==> config.mk <==
export PLATFORM = sky130hd
export DESIGN_NAME = assist_fetch_retry_lockout_top
export DESIGN_NICKNAME = d
export VERILOG_FILES = /design/src/hdl/afrl_pkg.sv /design/src/hdl/afrl_cfg.sv /design/src/hdl/afrl_in_stage.sv /design/src/hdl/afrl_core.sv /design/src/hdl/afrl_out_stage.sv /design/src/hdl/assist_fetch_retry_lockout_top.sv
export SDC_FILE = /design/constraint.sdc
export NUM_CORES = 1
export LEC_CHECK = 0
export BUFFER_PORTS_ARGS = -buffer_cell sky130_fd_sc_hd__buf_2
export CORE_MARGIN = 2
export CORE_UTILIZATION = 51
export CTS_BUF_LIST = sky130_fd_sc_hd__clkbuf_8
export DETAILED_ROUTE_END_ITERATION = 10
export PLACE_DENSITY = 0.71
export SETUP_SLACK_MARGIN = 0.05
export SLEW_MARGIN = 20
export SYNTH_ARGS = -nofsm -noshare
export SYNTH_HDL_FRONTEND = slang
export SYNTH_SLANG_ARGS = --single-unit
==> constraint.sdc <==
create_clock -name clk -period 12.18 [get_ports clk]
set_clock_uncertainty 0.15 [all_clocks]
set_input_delay 1.827 -clock clk [delete_from_list [all_inputs] [get_ports clk]]
set_output_delay 1.827 -clock clk [all_outputs]
set_load 0.05 [all_outputs]
==> src/hdl/afrl_pkg.sv <==
package afrl_pkg;

  localparam int unsigned NOW_W   = 40;
  localparam int unsigned TIME_W  = NOW_W + 1;
  localparam int unsigned SECS_W  = 16;
  localparam int unsigned MS_W    = 10;
  localparam int unsigned DELAY_W = SECS_W + MS_W;
  localparam int unsigned SAT_W   = 64;
  localparam int unsigned CNT_W   = 7;
  localparam int unsigned FLAG_W  = 8;
  localparam int unsigned FAIL_W  = 3;
  localparam int unsigned CFG_W   = 16;
  localparam int unsigned IDX_W   = 3;

  localparam logic [MS_W-1:0]   MS_PER_S      = MS_W'(1000);
  localparam logic [FAIL_W-1:0] FAILS_TO_LOCK = FAIL_W'(5);

  typedef enum logic [IDX_W-1:0] {
    REG_ENABLED        = 3'd0,
    REG_MIN_GOOD       = 3'd1,
    REG_FIX_SATS       = 3'd2,
    REG_NEED_FLAG_MASK = 3'd3,
    REG_COOLDOWN_S     = 3'd4,
    REG_RETRY_WARM_S   = 3'd5,
    REG_COLD_RETRY_S   = 3'd6,
    REG_BACKOFF_S      = 3'd7
  } reg_idx_t;

  typedef enum logic {
    CMD_POLL    = 1'b0,
    CMD_OUTCOME = 1'b1
  } cmd_t;

  typedef struct packed {
    logic              enabled;
    logic [CNT_W-1:0]  min_good;
    logic [CNT_W-1:0]  fix_sats;
    logic [FLAG_W-1:0] need_flag_mask;
    logic [SECS_W-1:0] cooldown_s;
    logic [SECS_W-1:0] retry_warm_s;
    logic [SECS_W-1:0] cold_retry_s;
    logic [SECS_W-1:0] backoff_s;
  } cfg_t;

  typedef struct packed {
    logic              cmd;
    logic [NOW_W-1:0]  now_ms;
    logic              fetch_allowed;
    logic              link_ready;
    logic              inv_valid;
    logic [SAT_W-1:0]  stored_mask;
    logic [SAT_W-1:0]  good_mask;
    logic [CNT_W-1:0]  healthy_count;
    logic [FLAG_W-1:0] rx_flags;
    logic              response_ok;
    logic [CNT_W-1:0]  orbits_written;
    logic              time_written;
  } item_t;

  typedef struct packed {
    logic              attempt;
    logic [FLAG_W-1:0] request_flags;
    logic [SAT_W-1:0]  request_mask;
    logic              supply_ok;
    logic [FAIL_W-1:0] fail_count;
  } result_t;

endpackage

==> src/hdl/afrl_cfg.sv <==
module afrl_cfg
  import afrl_pkg::*;
(
  input  logic             clk,
  input  logic             rst,
  input  logic             we,
  input  logic [IDX_W-1:0] index,
  input  logic [CFG_W-1:0] data,
  output cfg_t             cfg
);

  always_ff @(posedge clk) begin
    if (rst) begin
      cfg.enabled        <= 1'b1;
      cfg.min_good       <= CNT_W'(6);
      cfg.fix_sats       <= CNT_W'(4);
      cfg.need_flag_mask <= '0;
      cfg.cooldown_s     <= SECS_W'(1800);
      cfg.retry_warm_s   <= SECS_W'(60);
      cfg.cold_retry_s   <= SECS_W'(15);
      cfg.backoff_s      <= SECS_W'(900);
    end else if (we) begin
      unique case (reg_idx_t'(index))
        REG_ENABLED:        cfg.enabled        <= data[0];
        REG_MIN_GOOD:       cfg.min_good       <= data[CNT_W-1:0];
        REG_FIX_SATS:       cfg.fix_sats       <= data[CNT_W-1:0];
        REG_NEED_FLAG_MASK: cfg.need_flag_mask <= data[FLAG_W-1:0];
        REG_COOLDOWN_S:     cfg.cooldown_s     <= data[SECS_W-1:0];
        REG_RETRY_WARM_S:   cfg.retry_warm_s   <= data[SECS_W-1:0];
        REG_COLD_RETRY_S:   cfg.cold_retry_s   <= data[SECS_W-1:0];
        REG_BACKOFF_S:      cfg.backoff_s      <= data[SECS_W-1:0];
        default: ;
      endcase
    end
  end

endmodule

==> src/hdl/afrl_in_stage.sv <==
module afrl_in_stage
  import afrl_pkg::*;
(
  input  logic  clk,
  input  logic  rst,
  input  logic  in_valid,
  input  item_t in_item,
  input  logic  advance,
  output logic  in_stall,
  output logic  held_valid,
  output item_t held_item
);

  logic load;

  // The slot frees up in the same cycle its transaction moves on.
  assign in_stall = held_valid && !advance;
  assign load     = in_valid && !in_stall;

  always_ff @(posedge clk) begin
    if (rst) begin
      held_valid <= 1'b0;
    end else if (load) begin
      held_valid <= 1'b1;
    end else if (advance) begin
      held_valid <= 1'b0;
    end
  end

  always_ff @(posedge clk) begin
    if (load) begin
      held_item <= in_item;
    end
  end

endmodule

==> src/hdl/afrl_core.sv <==
module afrl_core
  import afrl_pkg::*;
(
  input  logic    clk,
  input  logic    rst,
  input  cfg_t    cfg,
  input  logic    advance,
  input  item_t   item,
  output result_t result
);

  logic [TIME_W-1:0] next_attempt_time, next_attempt_time_next;
  logic              need_any, need_any_next;
  logic              need_orbits, need_orbits_next;
  logic [FLAG_W-1:0] saved_flags, saved_flags_next;
  logic [SAT_W-1:0]  saved_mask, saved_mask_next;
  logic [FAIL_W-1:0] fails_in_row, fails_in_row_next;
  logic              failing_episode, failing_episode_next;
  logic              locked, locked_next;
  logic              cold, cold_next;

  logic              gate;
  logic              attempt;
  logic              ok;
  logic [SECS_W-1:0] retry_s;
  logic [SECS_W-1:0] delay_s;
  logic [DELAY_W-1:0] delay_ms;
  logic [FAIL_W-1:0] fails_inc;

  assign gate = cfg.enabled && item.fetch_allowed && item.link_ready &&
                ({1'b0, item.now_ms} >= next_attempt_time);

  assign ok = item.response_ok &&
              !(need_orbits && (item.orbits_written == '0)) &&
              ((item.orbits_written != '0) || item.time_written);

  assign retry_s   = cold ? cfg.cold_retry_s : cfg.retry_warm_s;
  assign fails_inc = fails_in_row + FAIL_W'(1);
  assign delay_ms  = DELAY_W'(delay_s) * DELAY_W'(MS_PER_S);

  always_comb begin
    next_attempt_time_next = next_attempt_time;
    need_any_next          = need_any;
    need_orbits_next       = need_orbits;
    saved_flags_next       = saved_flags;
    saved_mask_next        = saved_mask;
    fails_in_row_next      = fails_in_row;
    failing_episode_next   = failing_episode;
    locked_next            = locked;
    cold_next              = cold;
    attempt                = 1'b0;
    delay_s                = retry_s;

    if (item.cmd == CMD_POLL) begin
      if (gate) begin
        if (item.inv_valid) begin
          saved_mask_next  = item.stored_mask & ~item.good_mask;
          saved_flags_next = item.rx_flags;
          cold_next        = item.healthy_count < cfg.fix_sats;
          need_orbits_next = item.healthy_count < cfg.min_good;
          need_any_next    = need_orbits_next ||
                             ((item.rx_flags & cfg.need_flag_mask) != '0);
        end
        attempt = need_any_next;
      end
    end else begin
      if (ok) begin
        failing_episode_next = 1'b0;
        locked_next          = 1'b0;
        fails_in_row_next    = '0;
        delay_s              = cfg.cooldown_s;
      end else if (!failing_episode) begin
        failing_episode_next = 1'b1;
        fails_in_row_next    = FAIL_W'(1);
      end else if (fails_inc >= FAILS_TO_LOCK) begin
        locked_next       = 1'b1;
        fails_in_row_next = '0;
        delay_s           = cfg.backoff_s;
      end else begin
        fails_in_row_next = fails_inc;
      end
      next_attempt_time_next = {1'b0, item.now_ms} + TIME_W'(delay_ms);
    end
  end

  always_comb begin
    result.attempt       = attempt;
    result.request_flags = attempt ? saved_flags_next : '0;
    result.request_mask  = attempt ? saved_mask_next : '0;
    result.supply_ok     = cfg.enabled && !locked_next;
    result.fail_count    = fails_in_row_next;
  end

  always_ff @(posedge clk) begin
    if (rst) begin
      next_attempt_time <= '0;
      need_any          <= 1'b0;
      need_orbits       <= 1'b0;
      saved_flags       <= '0;
      saved_mask        <= '0;
      fails_in_row      <= '0;
      failing_episode   <= 1'b0;
      locked            <= 1'b0;
      cold              <= 1'b1;
    end else if (advance) begin
      next_attempt_time <= next_attempt_time_next;
      need_any          <= need_any_next;
      need_orbits       <= need_orbits_next;
      saved_flags       <= saved_flags_next;
      saved_mask        <= saved_mask_next;
      fails_in_row      <= fails_in_row_next;
      failing_episode   <= failing_episode_next;
      locked            <= locked_next;
      cold              <= cold_next;
    end
  end

endmodule

==> src/hdl/afrl_out_stage.sv <==
module afrl_out_stage
  import afrl_pkg::*;
(
  input  logic    clk,
  input  logic    rst,
  input  logic    held_valid,
  input  result_t next_result,
  input  logic    out_stall,
  output logic    advance,
  output logic    out_valid,
  output result_t out_result
);

  assign advance = held_valid && (!out_valid || !out_stall);

  always_ff @(posedge clk) begin
    if (rst) begin
      out_valid <= 1'b0;
    end else if (advance) begin
      out_valid <= 1'b1;
    end else if (!out_stall) begin
      out_valid <= 1'b0;
    end
  end

  always_ff @(posedge clk) begin
    if (advance) begin
      out_result <= next_result;
    end
  end

endmodule

==> src/hdl/assist_fetch_retry_lockout_top.sv <==
// Assistance fetch pacing with retry and lockout.
// Two kinds of transaction arrive on the input channel: a poll (cmd 0) that
// carries the time, the gate bits and a satellite inventory, and an outcome
// report (cmd 1) that says how the last fetch went. Every input transaction
// produces exactly one result transaction, in order, on the output channel.
// Both channels use valid and stall; a transaction moves on a rising edge
// with valid high and stall low.
// A transaction passes two registers: the input register, where the pacing
// state is read and updated, and the result register. Throughput is one
// transaction per cycle while out_stall stays low; the only loop is the
// pacing state, which is updated as an item leaves the input register.
// When the receiver stalls, the result register holds its transaction and
// the input register can still take one more; after that in_stall rises.
// Configuration is a plain write port (cfg_we, cfg_index, cfg_data) and
// should be written only while no transaction is in flight.
// Reset (rst, synchronous) empties both registers, loads the register
// defaults and puts the pacing state at boot values with a cold inventory.
module assist_fetch_retry_lockout_top
  import afrl_pkg::*;
(
  input  logic              clk,
  input  logic              rst,

  input  logic              cfg_we,
  input  logic [IDX_W-1:0]  cfg_index,
  input  logic [CFG_W-1:0]  cfg_data,

  input  logic              in_valid,
  output logic              in_stall,
  input  logic              cmd,
  input  logic [NOW_W-1:0]  now_ms,
  input  logic              fetch_allowed,
  input  logic              link_ready,
  input  logic              inv_valid,
  input  logic [SAT_W-1:0]  stored_mask,
  input  logic [SAT_W-1:0]  good_mask,
  input  logic [CNT_W-1:0]  healthy_count,
  input  logic [FLAG_W-1:0] rx_flags,
  input  logic              response_ok,
  input  logic [CNT_W-1:0]  orbits_written,
  input  logic              time_written,

  output logic              out_valid,
  input  logic              out_stall,
  output logic              attempt,
  output logic [FLAG_W-1:0] request_flags,
  output logic [SAT_W-1:0]  request_mask,
  output logic              supply_ok,
  output logic [FAIL_W-1:0] fail_count
);

  cfg_t    cfg;
  item_t   in_item;
  item_t   held_item;
  logic    held_valid;
  logic    advance;
  result_t next_result;
  result_t out_result;

  // Gather the input ports into one transaction word.
  always_comb begin
    in_item.cmd            = cmd;
    in_item.now_ms         = now_ms;
    in_item.fetch_allowed  = fetch_allowed;
    in_item.link_ready     = link_ready;
    in_item.inv_valid      = inv_valid;
    in_item.stored_mask    = stored_mask;
    in_item.good_mask      = good_mask;
    in_item.healthy_count  = healthy_count;
    in_item.rx_flags       = rx_flags;
    in_item.response_ok    = response_ok;
    in_item.orbits_written = orbits_written;
    in_item.time_written   = time_written;
  end

  afrl_cfg u_cfg (
    .clk   (clk),
    .rst   (rst),
    .we    (cfg_we),
    .index (cfg_index),
    .data  (cfg_data),
    .cfg   (cfg)
  );

  afrl_in_stage u_in (
    .clk        (clk),
    .rst        (rst),
    .in_valid   (in_valid),
    .in_item    (in_item),
    .advance    (advance),
    .in_stall   (in_stall),
    .held_valid (held_valid),
    .held_item  (held_item)
  );

  // The pacing state commits only when the held transaction moves into the
  // result register, so a stalled item is never applied twice.
  afrl_core u_core (
    .clk     (clk),
    .rst     (rst),
    .cfg     (cfg),
    .advance (advance),
    .item    (held_item),
    .result  (next_result)
  );

  afrl_out_stage u_out (
    .clk         (clk),
    .rst         (rst),
    .held_valid  (held_valid),
    .next_result (next_result),
    .out_stall   (out_stall),
    .advance     (advance),
    .out_valid   (out_valid),
    .out_result  (out_result)
  );

  assign attempt       = out_result.attempt;
  assign request_flags = out_result.request_flags;
  assign request_mask  = out_result.request_mask;
  assign supply_ok     = out_result.supply_ok;
  assign fail_count    = out_result.fail_count;

endmodule
; ---- Yosys cells after proc, flatten, opt, wreduce, memory -nomap -nowiden
; Index checks and enable logic that the tools add are counted.
; Widths: inputs -> output; s select.
[word_totals]
wordCells = 117
romBits = 0
ram_bits = 0
reg_bits = 483
latch_bits = 0
n_memories = 0
input_bits = 220
out_inout_bits = 79
[op_classes]
reduce_logical = 35
bitwise = 4
add_sub_neg = 2
n_div = 0
n_mul = 1
shifts = 0
eq_ne = 8
order_cmp = 4
muxes = 27
[op_table]
columns = operator, count
row1 = $mux 64, 3
row2 = $mux 16, 5
row3 = $and 64x64->64, 1
row4 = $not 64->64, 1
row5 = $add 40x26->41, 1
row6 = $ge 40x41->1, 1
row7 = $mux 8, 3
row8 = $mul 16x7->23 const B, 1
row9 = $reduce_and 2->1, 9
row10 = $lt 7x7->1, 2
row11 = $eq 3x3->1 const B, 4
row12 = $mux 1, 12
row13 = $mux 3, 4
row14 = $logic_and 1x1->1, 10
row15 = $and 8x8->8, 1
row16 = $reduce_bool 8->1, 1
row17 = $logic_not 7->1, 1
row18 = $reduce_bool 7->1, 1
row19 = $eq 3x2->1 const B, 2
row20 = $logic_not 1->1, 6
row21 = $reduce_and 4->1, 1
row22 = $add 3x1->3 const B, 1
row23 = $eq 3x1->1 const B, 1
row24 = $ge 3x3->1 const B, 1
row25 = 6 further kinds, 8

; ---- Depth between registers and ports, before layout
; Gate-level depths: netlist of the first run.
[depth]
word_depth = 9
ltp_mapped = 34
mapped_depth_nobuf = 33

; ---- Cells and area by module
; From an unflattened synthesis of the first run, not the netlist that was laid out.
[unflattened]
hier_cells = 2036
hier_area_um2 = 23705.2
[modules_own_cells]
columns = mod, cells_per_inst, n_inst, seq_area_each_um2, area_per_inst_um2
row1 = afrl_core, 1430, 1, 2422.3, 11830.1
row2 = afrl_in_stage, 200, 1, 5905.7, 5935.7
row3 = afrl_cfg, 325, 1, 1741.7, 3590.9
row4 = afrl_out_stage, 81, 1, 2332.2, 2348.5

; ---- Least setup slack after synthesis of the first run
; No wires, ideal clock.
[synth_path]
kind = in2reg
startpoint = input out_stall
endpoint = register u_in.held_item[0] (netlist name)
arrival_ns = 10.814
required_ns = 11.256
setup_time_ns = 0.774
path_stages = 2
setup_slack_ns = 0.442
path_buffers = 0
cell_sequence = and3_1 > nor2b_1
[synth_via]
elab_chain_len = 7
[synth_lines]
columns = element, line_no
row1 = from (decl), assist_fetch_retry_lockout_top.sv:44  ; input logic out_stall,
row2 = $logic_not 1->1, afrl_out_stage.sv:14  ; assign advance = held_valid && (!out_valid || !out_stall);
row3 = $logic_or 1x1->1, afrl_out_stage.sv:14
row4 = $logic_and 1x1->1, afrl_out_stage.sv:14
row5 = $logic_not 1->1, afrl_in_stage.sv:17  ; assign in_stall = held_valid && !advance;
row6 = $logic_and 1x1->1, afrl_in_stage.sv:17
row7 = $logic_not 1->1, afrl_in_stage.sv:18  ; assign load = in_valid && !in_stall;
row8 = $logic_and 1x1->1, afrl_in_stage.sv:18
row9 = net u_in.load, afrl_in_stage.sv:14  ; logic load;
; The timed path passes the listed nets, and every way through them passes these cells.
; A chain may end at the register's enable or synchronous reset.

; ---- Final worst setup path of the first run
[layout_path]
startpoint = register u_core.fails_in_row[0]
endpoint = register u_core.next_attempt_time[36]
[layout_via]
elab_chain_len = 8
[layout_lines]
columns = element, line_no
row1 = from (decl), afrl_core.sv:17  ; logic [FAIL_W-1:0] fails_in_row, fails_in_row_next;
row2 = from (signal assigned), afrl_core.sv:111  ; fails_in_row <= fails_in_row_next;
row3 = $add 3x1->3, afrl_core.sv:38  ; assign fails_inc = fails_in_row + FAIL_W'(1);
row4 = $ge 3x3->1, afrl_core.sv:75  ; end else if (fails_inc >= FAILS_TO_LOCK) begin
row5 = $mux 16, afrl_core.sv:75
row6 = $mux 16, afrl_core.sv:72  ; end else if (!failing_episode) begin
row7 = $mux 16, afrl_core.sv:67  ; if (ok) begin
row8 = $mux 16, afrl_core.sv:54  ; if (item.cmd == CMD_POLL) begin
row9 = $mul 16x7->23, afrl_core.sv:39  ; assign delay_ms = DELAY_W'(delay_s) * DELAY_W'(MS_PER_S);
row10 = $add 40x26->41, afrl_core.sv:82  ; next_attempt_time_next = {1'b0, item.now_ms} + TIME_W'(delay_ms);
row11 = to (signal assigned), afrl_core.sv:106  ; next_attempt_time <= next_attempt_time_next;
row12 = to (decl), afrl_core.sv:12  ; logic [TIME_W-1:0] next_attempt_time, next_attempt_time_next;
; No other way between the ends.

==> impl_metrics.yaml, run 1 <==
clock_tree:
  clk_pin_slew_worst_paths_ps: 60
  cts-buffers-inserted: 84
  hold_buffers: 0
  root_buffer: "clkbuf_8"
  clockBufferDepth: 3
  insertion_delay_ps: 680
  cts.sinks: 483
  htreeDepth: 3
  post_cts_buffers: 0
  post_cts_resized: 0
  cts_tree: "yes"
route:
  wire_per_inst_um: 18.4
  wl_met3_um: 3480
  drc: 0
  ant_nets: 0
  top_layer: "met5"
  vias: 17200
  wl_met1_um: 24500
  drt_iter0_markers: 1168
  firstDrtPassIters: 7
  wl_um: 57900
  route.met2.wl_um: 27700
  via_per_inst: 5.45
flow_run:
  cap_violations: 0
layout:
  nFillCells: 3800
  nets: 2867
  drive_gt1_frac: 0.210
  area_growth_pct: 15.9
worst_setup_path:
  path_class: "flop to flop"
  crit_family: "adder cells"
  cp.arrival_ps: 9120
  crit_top_cell: "fa_1"
  critPathBufInv: 3
  crit_required_ps: 12610
  critPathLaunchType: "flop"
  cpPeakStageDelay_ps: 760
  end_kind: "flop"
  cp_slowest_cell: "a22oi_1"
  cp_max_fo: 16
global_routing:
  grt_start_max_net_pins: 197
  grt_pass1_vias: 17000
  grt-ovfl-total: 0
  grt_first_pass_wirelength_um: 89600
  grt_antenna_before_repair: 12
  grt_usage: 0.237
sta:
  hold_viol: 0
  setup_viol: 0
  max_freq_mhz: 115
  rsz0062_at_grt: "false"
  tns_ps: 0
  slew_headroom: 0.251
  slew_violations: 0
  final.min_clock_period_ps: 8690
  worst_slew_pin_slew_ps: 1120
  fin_crit_sh: 0.714
floorplan:
  die_width_um: 221
  initial_core_util: 0.515
  fp-row-count: 79
  die-area_um2: 48700
  io_pins: 299
  fp.dieH_um: 221
  core_um2: 46500
synth:
  seq_area_frac_synth: 0.518
  synth-adder-area-share: 0.111
  ys.warnings.count: 0
  synth_xor_area_frac: 0.0202
  synth_top_family_by_area: "simple AND/OR/NAND/NOR gates"
  synth_fp_nets: 2564
  yosys.area.top_type: "edfxtp_1"
  synth-compound-area-share: 0.0973
  postSynthCellCount: 2162
  ys_dominant_reg_cell: "edfxtp_1"
  async_flop_share: 0
  synth_area_um2: 23900
  syn_avg_cell_area_um2: 11.1
  synth_area_leaders: "edfxtp_1 34%, dfxtp_1 18%, ha_1 6.8%"
  synth_top_cell_area_share: 0.342
  ys_types: 75
  synthSimpleGateAreaFrac: 0.165
  synth.area.mux_share: 0.0474
  synth_edf_count: 273
  synth-seq-cells: 483
run_status:
  outcome: "completed"
power_and_ir_drop:
  power_mw: 5.57
  ir_worst_vdd_mv: 0.173
  p_per_area_nw_per_um2: 201
  leakagePower_nw: 11.3
placement:
  dp_hpwl_um: 39600
  gp_congestion: 0.901
  portBuffers: 298
hold_path:
  hold_class: "flop to flop"
==> routing by layer <==
layer,global-route usage,vias up
met5,0,-
met4,0.122,2
met3,0.0441,141
met2,0.388,527
met1,0.299,8276
li1,-,8221
==> area by class of cell <==
| class | instances | area [um2] | area share |
|---|---|---|---|
| diodes | 9 | 22.5 | 0.000811 |
| clock buffers | 96 | 1320 | 0.0476 |
| clock inverters | 61 | 447 | 0.0161 |
| inverters | 143 | 538 | 0.0194 |
| multi-input cells | 1440 | 10600 | 0.382 |
| flip-flops and latches | 483 | 12400 | 0.447 |
| well taps | 607 | 759 | 0.0274 |
| repair buffers | 313 | 1660 | 0.0597 |
==> synth_stat cells (17+ instances only) <==
| cell | number |
|---|---|
| a211oi_1 | 20 |
| a21o_1 | 30 |
| a21oi_1 | 200 |
| clkbuf_1 | 78 |
| dfxtp_1 | 210 |
| edfxtp_1 | 273 |
| fa_1 | 51 |
| ha_1 | 131 |
| inv_1 | 141 |
| mux2i_1 | 110 |
| nand2_1 | 217 |
| nand2b_1 | 152 |
| nand3_1 | 18 |
| nand3b_1 | 81 |
| nand4_1 | 17 |
| nor2_1 | 98 |
| o21ai_0 | 25 |
| or3b_2 | 65 |
| xnor2_1 | 25 |
| xor2_1 | 27 |
==> report_power, final <==
part	switching [mW]	total, mW	leakage, nW	internal (mW)
clock network	0.682	1.54	0.994	0.857
logic	1.28	2.18	6.06	0.898
registers	0.0441	1.86	4.29	1.81
==> stage by stage <==
step / cell area (um2) / setup WS [ps] / instances / hold WS (ps) / utilization
6_report: 27800 / 3490 / 3152 / 304 / 0.598
4_1_cts: 27700 / 3580 / 3141 / 304 / 0.596
2_1_floorplan: 23900 / 442 / 2162 / 282 / -
3_3_place_gp: 25900 / 3820 / 2984 / 290 / 0.558
3_5_place_dp: 25900 / 3640 / 2984 / 296 / 0.558
5_1_grt: 27800 / 2940 / 3149 / 319 / 0.597
==> path summary, 6_finish.rpt <==
| kind | start | end | slack (ps) | depth (start not counted) |
|---|---|---|---|---|
| max | u_core.fails_in_row[0] | u_core.next_attempt_time[36] | 3490 | 30 |
| min | u_core.next_attempt_time[16] | u_core.next_attempt_time[16] | 300 | 2 |
| min reg2reg | u_core.next_attempt_time[16] | u_core.next_attempt_time[16] | 300 | 2 |
| max reg2reg | u_core.fails_in_row[0] | u_core.next_attempt_time[36] | 3490 | 30 |
==> placed cells by master, fill, tap and decap left out, types with 12 or more instances in the layout <==
cell type	instances
clkinv_1	12
xor2_1	27
a211oi_1	20
a21o_1	30
clkbuf_8	97
nor2b_1	13
dfxtp_1	210
or3b_2	65
nor3_1	15
buf_2	297
nand3_1	18
ha_1	131
a21oi_1	200
o21ai_0	25
inv_1	162
xnor2_1	25
nand4_1	17
fa_1	51
nand2_1	217
edfxtp_1	273
o22ai_1	16
nand2b_1	152
nor2_1	95
clkinv_2	15
mux2i_1	110
buf_4	12
nand3b_1	81
==> cells by family after synthesis <==
logic type               Yosys count
AND/OR/NAND/NOR                  720
flip-flops                       483
AO/OA/AOI/OAI                    371
buffers and inverters            239
adder cells (fa/ha/maj)          183
multiplexers                     113
XOR/XNOR                          53
==> tightest hold or removal path, delay by kind of cell, from the launching register on <==
kind | cells | cell delay [ps]
compound gates | 1 | 50
simple gates | 1 | 50
flops | 1 | 310
==> state kept, by name, summed over array words and instances (netlist names), 3 cells and up <==
name / flops
u_core.saved_flags: 8
u_core.fails_in_row: 3
u_core.next_attempt_time: 41
u_in.held_item: 196
u_cfg.cfg: 87
u_out.out_result: 77
u_core.saved_mask: 64
(Power assumes the default switching activity.)
==> run 2, diff against run 1 <==
- PLACE_DENSITY: 0.71 -> 0.69
- clock period: 12.18 -> 9.1 ns (I/O delays scaled with it)
==> run 2 against run 1 <==
Critical path depth unchanged. Non-clock buffer count unchanged. Worst hold slack worse by 3.0 ps. Clock power up 23%. Clock-buffer cell count down 3. Via count down 1.1%. Combinational power up 33%. Worst setup slack worse by 2900 ps. Final cell count down 0.13%. Critical endpoint unchanged. Largest cell class unchanged.
==> impl_metrics.yaml, run 2 (synthesis results as in run 1) <==
run_status:
  outcome: "completed"
route:
  wire_per_inst_um: 18.5
  ant_nets: 0
  route.met2.wl_um: 28100
  drc: 0
  via_per_inst: 5.39
  firstDrtPassIters: 5
  vias: 17000
  wl_met1_um: 25000
  top_layer: "met5"
  wl_met3_um: 3100
  drt_iter0_markers: 1120
  wl_um: 58200
placement:
  dp_hpwl_um: 40500
  gp_congestion: 0.874
  portBuffers: 298
  dp.cells: 2986
clock_tree:
  cts.sinks: 483
  hold_buffers: 0
  insertion_delay_ps: 670
  htreeDepth: 3
  cts_tree: "yes"
  cts-buffers-inserted: 82
  clk_pin_slew_worst_paths_ps: 60
  clockBufferDepth: 3
  root_buffer: "clkbuf_8"
sta:
  worst_slew_pin_slew_ps: 1140
  max_freq_mhz: 117
  slew_headroom: 0.239
  fin_crit_sh: 0.940
  setup_viol: 0
  hold_viol: 0
  rsz0062_at_grt: "false"
  slew_violations: 0
  final.min_clock_period_ps: 8550
  tns_ps: 0
  hold_ws_ps: 301
floorplan:
  core_um2: 46500
  die-area_um2: 48700
  fp.dieH_um: 221
  initial_core_util: 0.515
  die_width_um: 221
  fp-row-count: 79
  io_pins: 299
layout:
  final_util: 0.593
  biggestRegsByFlops: "u_in.held_item x196, u_cfg.cfg x87, u_out.out_result x77"
  final_common_cell: "buf_2"
  nets: 2865
  nFillCells: 3877
  area_growth_pct: 15.1
  mostFrequentLayoutCells: "297 x buf_2, 273 x edfxtp_1, 217 x nand2_1"
  final_cells: 3148
  largest_register: "u_in.held_item"
  largest_reg_flops: 196
  drive_gt1_frac: 0.205
power_and_ir_drop:
  p_switching_mw: 2.64
  p_per_area_nw_per_um2: 264
  power.share.clock: 0.260
  ir_worst_vdd_mv: 0.308
  switching_share: 0.363
  leakagePower_nw: 11.3
  seq_power_share: 0.342
  p_int_mw: 4.63
  power_mw: 7.27
  p_comb_frac: 0.398
global_routing:
  grt_usage: 0.236
  grt_pass1_vias: 16700
  grt_first_pass_wirelength_um: 88900
  grt_start_max_net_pins: 172
  grt-ovfl-total: 0
  grt_antenna_before_repair: 12
worst_setup_path:
  r2r_setup_slack_ps: 550
  crit_family: "adder cells"
  path_class: "flop to flop"
  cpPeakStageDelay_ps: 570
  crit_top_cell: "fa_1"
  critPathBufInv: 3
  cp_max_fo: 16
  crit_required_ps: 9510
  cp.arrival_ps: 8960
  r2r_cells: 30
  end_kind: "flop"
  cp_num_cells: 30
  cp_slowest_cell: "fa_1"
  critPathLaunchType: "flop"
hold_path:
  hold_class: "flop to flop"
  hold_depth: 2
flow_run:
  cap_violations: 0
==> run 2: cell count changes in the layout (fill, tap and decap cells not counted), sizes merged <==
cell      before  now
clkinv        28   15
bufinv         6    2
inv          168  183
clkinvlp       2    3
buf          312  313
clkbuf        97   93
==> run 2: cell type report <==
class | instances | area (um2) | share of cell area
flip-flops and latches | 483 | 12400 | 0.450
multi-input cells | 1440 | 10600 | 0.385
repair buffers | 313 | 1620 | 0.0589
clock buffers | 93 | 1280 | 0.0464
well taps | 607 | 759 | 0.0276
inverters | 143 | 538 | 0.0195
clock inverters | 60 | 325 | 0.0118
diodes | 9 | 22.5 | 0.000817
==> run 2: what timing repair did <==
action / in CTS / in global routing
gates resized for setup: 0 / 3
endpoints found under the setup margin: 0 / 1
hold endpoints to repair: 0 / 0
setup buffers: 0 / 0
==> run 2: worst min-delay path: cells and delay by family, from the launching register on <==
kind | cells | cell delay, ps
and+or+nand+nor | 1 | 50
AOI/OAI and AO/OA | 1 | 50
DFF | 1 | 300
==> run 2: per-stage QoR <==
| stage | area [um2] | setup slack [ps] |
|---|---|---|
| 5_1_grt | 27600 | 50.5 |
| 3_3_place_gp | 25900 | 892 |
| 2_1_floorplan | 24000 | 1360 |
| 3_5_place_dp | 25900 | 691 |
| 4_1_cts | 27500 | 652 |
| 6_report | 27600 | 548 |
==> run 2: path summary, 6_finish.rpt <==
kind	to	startpoint
max	u_core.next_attempt_time[36]	u_core.fails_in_row[0]
min	u_core.next_attempt_time[12]	u_core.next_attempt_time[12]
max reg2reg	u_core.next_attempt_time[36]	u_core.fails_in_row[0]
min reg2reg	u_core.next_attempt_time[12]	u_core.next_attempt_time[12]
==> run 2: power groups by stage <==
stage          Combinational, mW  Clock, mW  Sequential, mW
6_report                    2.89       1.89            2.49
5_1_grt                     3.23       2.03            2.50
4_1_cts                     2.87       1.94            2.49
3_5_place_dp                2.84          0            2.53
3_3_place_gp                2.78          0            2.53
2_1_floorplan               2.18          0            2.58
==> run 2: metal layers <==
metal  up-vias  track usage
met5         -            0
met4         6       0.0973
met3       129       0.0476
met2       449        0.393
met1      8175        0.300
li1       8216            -
